--- config.mk ---
export PLATFORM = sky130hd
export DESIGN_NAME = hsl_to_rgb_converter_top
export DESIGN_NICKNAME = d
export VERILOG_FILES = /design/src/hslrgb_pkg.sv /design/src/hslrgb_ctrl.sv /design/src/hslrgb_pq.sv /design/src/hslrgb_chan.sv /design/src/hsl_to_rgb_converter_top.sv
export SDC_FILE = /design/constraint.sdc
export NUM_CORES = 2
export LEC_CHECK = 0
export ABC_AREA = 1
export BUFFER_PORTS_ARGS = -buffer_cell sky130_fd_sc_hd__clkbuf_2
export CORE_ASPECT_RATIO = 2
export CORE_UTILIZATION = 25
export DETAILED_ROUTE_END_ITERATION = 6
export PLACE_DENSITY = 0.47
export REMOVE_ABC_BUFFERS = 1
export SKIP_LAST_GASP = 1
export SYNTH_ARGS = -nofsm -noshare
export SYNTH_HDL_FRONTEND = slang
export SYNTH_SLANG_ARGS = --single-unit
export TNS_END_PERCENT = 1
--- constraint.sdc ---
create_clock -name clk -period 15.15 [get_ports clk]
set_input_delay 4.545 -clock clk [delete_from_list [all_inputs] [get_ports clk]]
set_output_delay 4.545 -clock clk [all_outputs]
set_load 0.01 [all_outputs]
--- src/hslrgb_pkg.sv ---
// Shared types, constants and helpers for the HSL to RGB converter.
// No dependencies; every other file but the checker imports this package.
package hslrgb_pkg;

  // Saturation and lightness arrive as 9-bit levels where 256 means 1.0.
  localparam int LVL_W = 9;
  localparam logic [LVL_W-1:0] LVL_ONE = 9'd256;
  localparam logic [LVL_W-1:0] LVL_HALF = 9'd128;

  // Internal fractions carry 16 fraction bits plus one bit for exactly 1.0.
  localparam int FRAC_W = 17;
  localparam logic [FRAC_W-1:0] FRAC_ONE = 17'h10000;

  // Which piece of the hue rule a channel falls into.
  typedef enum logic [1:0] {
    REGION_RISE = 2'd0,
    REGION_HIGH = 2'd1,
    REGION_FALL = 2'd2,
    REGION_LOW  = 2'd3
  } hslrgb_region_t;

  // Low and high ends of the channel span.
  typedef struct packed {
    logic [FRAC_W-1:0] p;
    logic [FRAC_W-1:0] q;
  } hslrgb_pq_t;

  // Load enables for the four pipeline stages.
  typedef struct packed {
    logic s1;
    logic s2;
    logic s3;
    logic s4;
  } hslrgb_adv_t;

  // Scales a fraction by 255 and truncates: (f * 255) >> 16 as a shift and subtract.
  function automatic logic [7:0] to_byte(input logic [FRAC_W-1:0] f);
    logic [FRAC_W-1:0] c;
    logic [FRAC_W+7:0] x;
    c = (f > FRAC_ONE) ? FRAC_ONE : f;
    x = {c, 8'b0} - {8'b0, c};
    return x[23:16];
  endfunction

endpackage

--- src/hslrgb_ctrl.sv ---
// Valid tracking and stall control for the four-stage converter pipeline.
// Depends on hslrgb_pkg for the stage enable struct.
module hslrgb_ctrl (
  input  logic                    clk,
  input  logic                    rst,
  input  logic                    req_valid,
  output logic                    req_ready,
  output logic                    rsp_valid,
  input  logic                    rsp_ready,
  output hslrgb_pkg::hslrgb_adv_t adv
);
  import hslrgb_pkg::*;

  logic v1, v2, v3, v4;
  logic rdy1, rdy2, rdy3, rdy4;

  // A stage may load when it is empty or its content moves on this cycle,
  // so bubbles collapse and a full pipeline still flows whenever the output is taken.
  assign rdy4 = !v4 || rsp_ready;
  assign rdy3 = !v3 || rdy4;
  assign rdy2 = !v2 || rdy3;
  assign rdy1 = !v1 || rdy2;

  assign adv.s1 = rdy1;
  assign adv.s2 = rdy2;
  assign adv.s3 = rdy3;
  assign adv.s4 = rdy4;

  assign req_ready = rdy1;
  assign rsp_valid = v4;

  always_ff @(posedge clk) begin
    if (rst) begin
      v1 <= 1'b0;
      v2 <= 1'b0;
      v3 <= 1'b0;
      v4 <= 1'b0;
    end else begin
      if (rdy1) v1 <= req_valid;
      if (rdy2) v2 <= v1;
      if (rdy3) v3 <= v2;
      if (rdy4) v4 <= v3;
    end
  end

endmodule

--- src/hslrgb_pq.sv ---
// Stages one to three of the span path: saturation, lightness times saturation,
// then the p and q ends of the channel span. Depends on hslrgb_pkg.
module hslrgb_pq (
  input  logic                    clk,
  input  hslrgb_pkg::hslrgb_adv_t adv,
  input  logic [8:0]              saturation,
  input  logic [8:0]              lightness,
  output hslrgb_pkg::hslrgb_pq_t  pq2,
  output hslrgb_pkg::hslrgb_pq_t  pq3
);
  import hslrgb_pkg::*;

  logic [LVL_W-1:0]    s_sat, l_sat;
  logic [2*LVL_W-1:0]  ls_full;
  logic [LVL_W-1:0]    s1, l1;
  logic [FRAC_W-1:0]   ls1;
  logic [FRAC_W-1:0]   l16, s16;
  logic [FRAC_W:0]     q_raw, two_l, p_raw;
  logic [FRAC_W-1:0]   q_next, p_next;

  assign s_sat = (saturation > LVL_ONE) ? LVL_ONE : saturation;
  assign l_sat = (lightness > LVL_ONE) ? LVL_ONE : lightness;
  // With both sides widened by 8 bits, (l16 * s16) >> 16 is exactly l * s.
  assign ls_full = {{LVL_W{1'b0}}, l_sat} * {{LVL_W{1'b0}}, s_sat};

  always_ff @(posedge clk) begin
    if (adv.s1) begin
      s1  <= s_sat;
      l1  <= l_sat;
      ls1 <= ls_full[FRAC_W-1:0];
    end
  end

  assign l16 = {l1, 8'b0};
  assign s16 = {s1, 8'b0};

  // Zero saturation needs no special path: it gives p = q = lightness.
  always_comb begin
    if (l1 < LVL_HALF) begin
      q_raw = {1'b0, l16} + {1'b0, ls1};
    end else begin
      q_raw = {1'b0, l16} + {1'b0, s16} - {1'b0, ls1};
    end
    q_next = (q_raw > {1'b0, FRAC_ONE}) ? FRAC_ONE : q_raw[FRAC_W-1:0];
    two_l  = {l16, 1'b0};
    p_raw  = (two_l > {1'b0, q_next}) ? (two_l - {1'b0, q_next}) : '0;
    p_next = (p_raw > {1'b0, q_next}) ? q_next : p_raw[FRAC_W-1:0];
  end

  always_ff @(posedge clk) begin
    if (adv.s2) begin
      pq2.p <= p_next;
      pq2.q <= q_next;
    end
    if (adv.s3) begin
      pq3 <= pq2;
    end
  end

endmodule

--- src/hslrgb_chan.sv ---
// One color channel: hue offset, region decode, span multiply and byte scaling
// over four stages. Depends on hslrgb_pkg and on p and q from hslrgb_pq.
module hslrgb_chan #(
  parameter int HUE_BITS = 16,
  parameter logic [HUE_BITS-1:0] HUE_OFFSET = '0
) (
  input  logic                    clk,
  input  hslrgb_pkg::hslrgb_adv_t adv,
  input  logic [HUE_BITS-1:0]     hue,
  input  hslrgb_pkg::hslrgb_pq_t  pq2,
  input  hslrgb_pkg::hslrgb_pq_t  pq3,
  output logic [7:0]              level
);
  import hslrgb_pkg::*;

  localparam int MUL_W  = HUE_BITS + 1;
  localparam int PROD_W = FRAC_W + MUL_W;

  localparam logic [HUE_BITS+2:0] TURN_X6 = {3'b001, {HUE_BITS{1'b0}}};
  localparam logic [HUE_BITS+1:0] TWO_TURN = {2'b10, {HUE_BITS{1'b0}}};

  logic [HUE_BITS-1:0]  t1;
  logic [HUE_BITS+2:0]  six_t;
  logic [HUE_BITS+1:0]  three_t, fall_d;
  logic [MUL_W-1:0]     mul_next, mul2;
  hslrgb_region_t       region_next, region2, region3;
  logic [FRAC_W-1:0]    span;
  logic [PROD_W-1:0]    prod;
  logic [FRAC_W-1:0]    frac3;
  logic [FRAC_W-1:0]    chan_val;

  // Stage 1: channel hue, wrapping modulo one turn.
  always_ff @(posedge clk) begin
    if (adv.s1) t1 <= hue + HUE_OFFSET;
  end

  // Stage 2: exact region tests on 6t, 2t and 3t, and the ramp multiplier.
  assign six_t   = {1'b0, t1, 2'b00} + {2'b00, t1, 1'b0};
  assign three_t = {1'b0, t1, 1'b0} + {2'b00, t1};
  assign fall_d  = TWO_TURN - three_t;

  always_comb begin
    priority if (six_t < TURN_X6) begin
      region_next = REGION_RISE;
      mul_next    = six_t[MUL_W-1:0];
    end else if (!t1[HUE_BITS-1]) begin
      region_next = REGION_HIGH;
      mul_next    = '0;
    end else if (three_t < TWO_TURN) begin
      // On the falling edge 2T - 3t is at most half a turn.
      region_next = REGION_FALL;
      mul_next    = {fall_d[HUE_BITS-1:0], 1'b0};
    end else begin
      region_next = REGION_LOW;
      mul_next    = '0;
    end
  end

  always_ff @(posedge clk) begin
    if (adv.s2) begin
      region2 <= region_next;
      mul2    <= mul_next;
    end
  end

  // Stage 3: span times ramp position, back to a 16-bit fraction.
  assign span = pq2.q - pq2.p;
  assign prod = PROD_W'(span) * PROD_W'(mul2);

  always_ff @(posedge clk) begin
    if (adv.s3) begin
      region3 <= region2;
      frac3   <= prod[HUE_BITS +: FRAC_W];
    end
  end

  // Stage 4: pick the channel fraction and scale it to a byte.
  always_comb begin
    unique case (region3)
      REGION_RISE: chan_val = pq3.p + frac3;
      REGION_FALL: chan_val = pq3.p + frac3;
      REGION_HIGH: chan_val = pq3.q;
      REGION_LOW:  chan_val = pq3.p;
      default:     chan_val = pq3.p;
    endcase
  end

  always_ff @(posedge clk) begin
    if (adv.s4) level <= to_byte(chan_val);
  end

endmodule

--- src/hsl_to_rgb_converter_top.sv ---
// Top level of the HSL to RGB converter: control, span path and three channels.
// Depends on hslrgb_pkg, hslrgb_ctrl, hslrgb_pq and hslrgb_chan.
//
// Usage:
//   A request carries hue (HUE_BITS-bit fraction of a turn, wrapping),
//   saturation and lightness (9 bits, 256 means 1.0, larger values clamp).
//   The response carries 8-bit red, green and blue.
//   Both channels use valid and ready; a transfer happens when both are high.
//   The block is a four-stage pipeline: a request accepted into stage one
//   passes through stages two and three, and its response is registered in
//   stage four, where the receiver can take it when nothing stalls.
//   It takes one request per clock while responses are taken; the rate is
//   set by the pipeline registers, with the multiplier of the span path and
//   the multiplier of each channel each in a stage of its own.
//   When the receiver holds rsp_ready low, the response stays on the outputs
//   and the stages behind it keep filling; req_ready drops only once all
//   four stages hold requests.
//   Reset clears the stage valid bits; no response is pending afterward.
module hsl_to_rgb_converter_top #(
  parameter int HUE_BITS = 16
) (
  input  logic                clk,
  input  logic                rst,
  input  logic                req_valid,
  output logic                req_ready,
  input  logic [HUE_BITS-1:0] hue,
  input  logic [8:0]          saturation,
  input  logic [8:0]          lightness,
  output logic                rsp_valid,
  input  logic                rsp_ready,
  output logic [7:0]          red,
  output logic [7:0]          green,
  output logic [7:0]          blue
);
  import hslrgb_pkg::*;

  // One third of a turn, rounded to nearest.
  localparam longint unsigned TURN_L  = 64'd1 << HUE_BITS;
  localparam longint unsigned THIRD_L = (TURN_L + 64'd1) / 64'd3;
  localparam logic [HUE_BITS-1:0] THIRD_TURN = THIRD_L[HUE_BITS-1:0];
  localparam logic [HUE_BITS-1:0] NEG_THIRD  = HUE_BITS'(TURN_L - THIRD_L);

  hslrgb_adv_t adv;
  hslrgb_pq_t  pq2, pq3;

  hslrgb_ctrl u_ctrl (
    .clk       (clk),
    .rst       (rst),
    .req_valid (req_valid),
    .req_ready (req_ready),
    .rsp_valid (rsp_valid),
    .rsp_ready (rsp_ready),
    .adv       (adv)
  );

  hslrgb_pq u_pq (
    .clk        (clk),
    .adv        (adv),
    .saturation (saturation),
    .lightness  (lightness),
    .pq2        (pq2),
    .pq3        (pq3)
  );

  hslrgb_chan #(.HUE_BITS(HUE_BITS), .HUE_OFFSET(THIRD_TURN)) u_red (
    .clk   (clk),
    .adv   (adv),
    .hue   (hue),
    .pq2   (pq2),
    .pq3   (pq3),
    .level (red)
  );

  hslrgb_chan #(.HUE_BITS(HUE_BITS), .HUE_OFFSET({HUE_BITS{1'b0}})) u_green (
    .clk   (clk),
    .adv   (adv),
    .hue   (hue),
    .pq2   (pq2),
    .pq3   (pq3),
    .level (green)
  );

  hslrgb_chan #(.HUE_BITS(HUE_BITS), .HUE_OFFSET(NEG_THIRD)) u_blue (
    .clk   (clk),
    .adv   (adv),
    .hue   (hue),
    .pq2   (pq2),
    .pq3   (pq3),
    .level (blue)
  );

endmodule

==> impl_metrics.ini <==
[drt]
routed_wirelength_um = 171000
avgRoutedWirePerCell_um = 19.4
drc = 5
drt_first_pass_iters = 7
postRouteAntennaNets = 0
vias = 40600
drtIter0Drc = 1579
vias_per_cell = 4.59

[yosys]
postSynthAreaPerCell_sq_um = 7.98
synth_mux_area_share_pct = 0.0200
synth_compound_area_share_pct = 7.39
synthXorXnorAreaFrac_pct = 3.37
synthAdderAreaFrac_pct = 41.4
yosys_warnings = 0
ys_seq_elements = 289
synth_top_family_by_area = adder cells
syn_inst = 6272
synth-simple-area-share_pct = 18.4
synth_ff_type = edfxtp_1
netlist_area_sq_um = 50100
synth_cell_types = 60
synth_edf_count = 285
seq_area_frac_synth_pct = 17.2
synthArstFlopShare_pct = 0

[placed_design]
globalplace.congestion = 0.940
port_buffers = 63
dp.cells = 8786
hpwl_um = 144000
post_dp_cell_area_sq_um = 53300

[clock_tree]
post_cts_buffers = 0
root_buffer = clkbuf_16
clk_pin_slew_worst_paths_ns = 0.07
cts_hold_buf = 0
ctsResizeCount = 0
clkLatencyLatePin_ns = 0.69
ctsHtreeMaxLevel = 1
clockBufferDepth = 3
cts_buffers = 31
cts_tree = yes
cts_sinks = 289

[sta]
finalSetupTns_ns = 0
setup_violations = 0
drv_slew = 0
worst_pin_slew_ns = 1.10
rsz0062_at_grt = false
slew_headroom_pct = 26.8
final.period_utilization_pct = 69.9
skew_ns = 0.0353
max_freq_mhz = 94.4
hold_violations = 0
min_period_ns = 10.59

[grt]
grt_pass1_wl_um = 258000
grt_pass1_vias = 44100
grt_max_degree = 70
track_usage_pct = 16.9
grt.overflow.total = 0
antenna_found_initial = 2

[die]
die_x_um = 318
rows = 232
ios = 64
die_h_um = 635
core_sq_um = 199000
initial_core_util_pct = 25.1
die_area_sq_um = 202000

[layout]
design_area_sq_um = 54400
area_delta_synth_final_pct = 8.61
most-common-layout-cells = 1411 x inv_1, 1282 x nand2_1, 683 x fa_1
drive_above_1_share_pct = 3.81
stdcell_count = 8844
fin_nets = 7529
fillers = 21600
final_common_cell = inv_1

[status]
status = finished, violations left
violations = DRC

[setup_path]
cpMaxStageDelayCell = nand2_4
arrival_ns = 6.05
critPathBufInv = 4
crit_type = input port to primary output
startpoint = rsp_ready
cp.required_ns = 10.61
rr_startpoint = u_pq.pq2[0]
crit_chain = clkbuf_2 -> nor2_1 -> inv_1 -> nor2_1 -> inv_4 -> nor2_1 -> nand2_4 -> clkbuf_2
reg2reg_depth = 45
crit_cells = 8
critPathMaxFanout = 31
critPathCaptureType = primary output
start_kind = input port
crit_path_frequent_cell = nor2_1
cp_top_family = simple AND/OR/NAND/NOR gates
cp_slowest_stage_delay_ns = 0.33

[worst_hold_path]
whs_path_depth = 2
hold_start = u_ctrl.v2
hold_path_class = flop to flop

[run]
cap_violations = 0
-- final timing paths --
kind                 endpoint  slack (ns)
max                 req_ready        4.56
min                 u_ctrl.v3        0.45
max reg2reg  u_blue.frac3[15]        5.01
min reg2reg         u_ctrl.v3        0.45
-- per-layer routing --
| layer | share of wire, % | wire length, um | track usage [%] |
|---|---|---|---|
| met4 | 9.0 | 15500 | 13.3 |
| met1 | 32 | 54000 | 14.6 |
| met2 | 57 | 97300 | 34.6 |
| met5 | 0.0076 | 13 | 0 |
| met3 | 2.6 | 4480 | 1.44 |
-- cells in the mapped netlist, types with 8 or more instances --
cell	number	area [sq um]
a211oi_1	15	113
a21boi_0	10	75.1
a21o_1	21	158
a21oi_1	306	1530
a31oi_1	16	100
buf_2	12	60.1
clkbuf_1	151	567
clkinv_1	12	45.0
edfxtp_1	285	8560
fa_1	684	13700
ha_1	562	7030
inv_1	1416	5320
inv_2	16	60.1
nand2_1	1286	4830
nand2_2	8	50.1
nand3_1	178	891
nand3b_1	11	82.6
nand4_1	39	244
nor2_1	635	2380
nor3_1	63	315
o211ai_1	10	75.1
o21a_1	12	90.1
o21ai_0	163	816
o21bai_1	17	128
o221ai_1	11	96.3
o22ai_1	35	219
or2_2	26	163
xnor2_1	53	464
xor2_1	137	1200
-- tightest hold or removal path: stages (launching register included) --
cell     delay (ns)
dfxtp_1        0.30
inv_1          0.06
a21oi_1        0.06
-- per-stage QoR --
step	hold slack, ns	utilization (%)	setup slack [ns]
after floorplan	0.400	-	1.56
after global placement	0.437	26.7	4.48
after detailed placement	0.447	26.7	4.51
after CTS	0.453	27.3	4.50
after global routing	0.489	27.3	4.34
final	0.452	27.3	4.56
-- layout make-up --
class | instances | area (sq um) | area share (%)
multi-input cells | 4369 | 35400 | 65.0
diodes | 1 | 2.50 | 0.00460
repair buffers | 109 | 661 | 1.21
clock inverters | 23 | 292 | 0.536
well taps | 2574 | 3220 | 5.92
inverters | 1445 | 5430 | 9.98
flip-flops and latches | 289 | 8640 | 15.9
clock buffers | 34 | 787 | 1.45
-- flip-flops by register name, summed over array words and instances (netlist names), 8 cells and up --
register       flops
u_pq.l1            9
u_pq.pq2          34
u_red.level        8
u_pq.s1            9
u_blue.level       8
u_green.mul2      16
u_blue.t1         15
u_red.mul2        16
u_green.t1        16
u_pq.pq3          34
u_blue.frac3      17
u_green.level      8
u_red.frac3       17
u_pq.ls1          17
u_green.frac3     17
u_blue.mul2       16
u_red.t1          16
-- cells by family (layout without fill, tap and decap cells) --
| logic type | Yosys count | in the layout |
|---|---|---|
| buffers and inverters | 1614 | 1611 |
| other | 0 | 1 |
| AOI/OAI and AO/OA | 653 | 653 |
| muxes | 1 | 1 |
| xor gates and xnor gates | 191 | 191 |
| and+or+nand+nor | 2278 | 2278 |
| DFF | 289 | 289 |
| adders and majority gates | 1246 | 1246 |
Power is left out: the tool's default activity adds up to more than one toggle a clock period on the data nets, which glitch-free logic cannot reach.
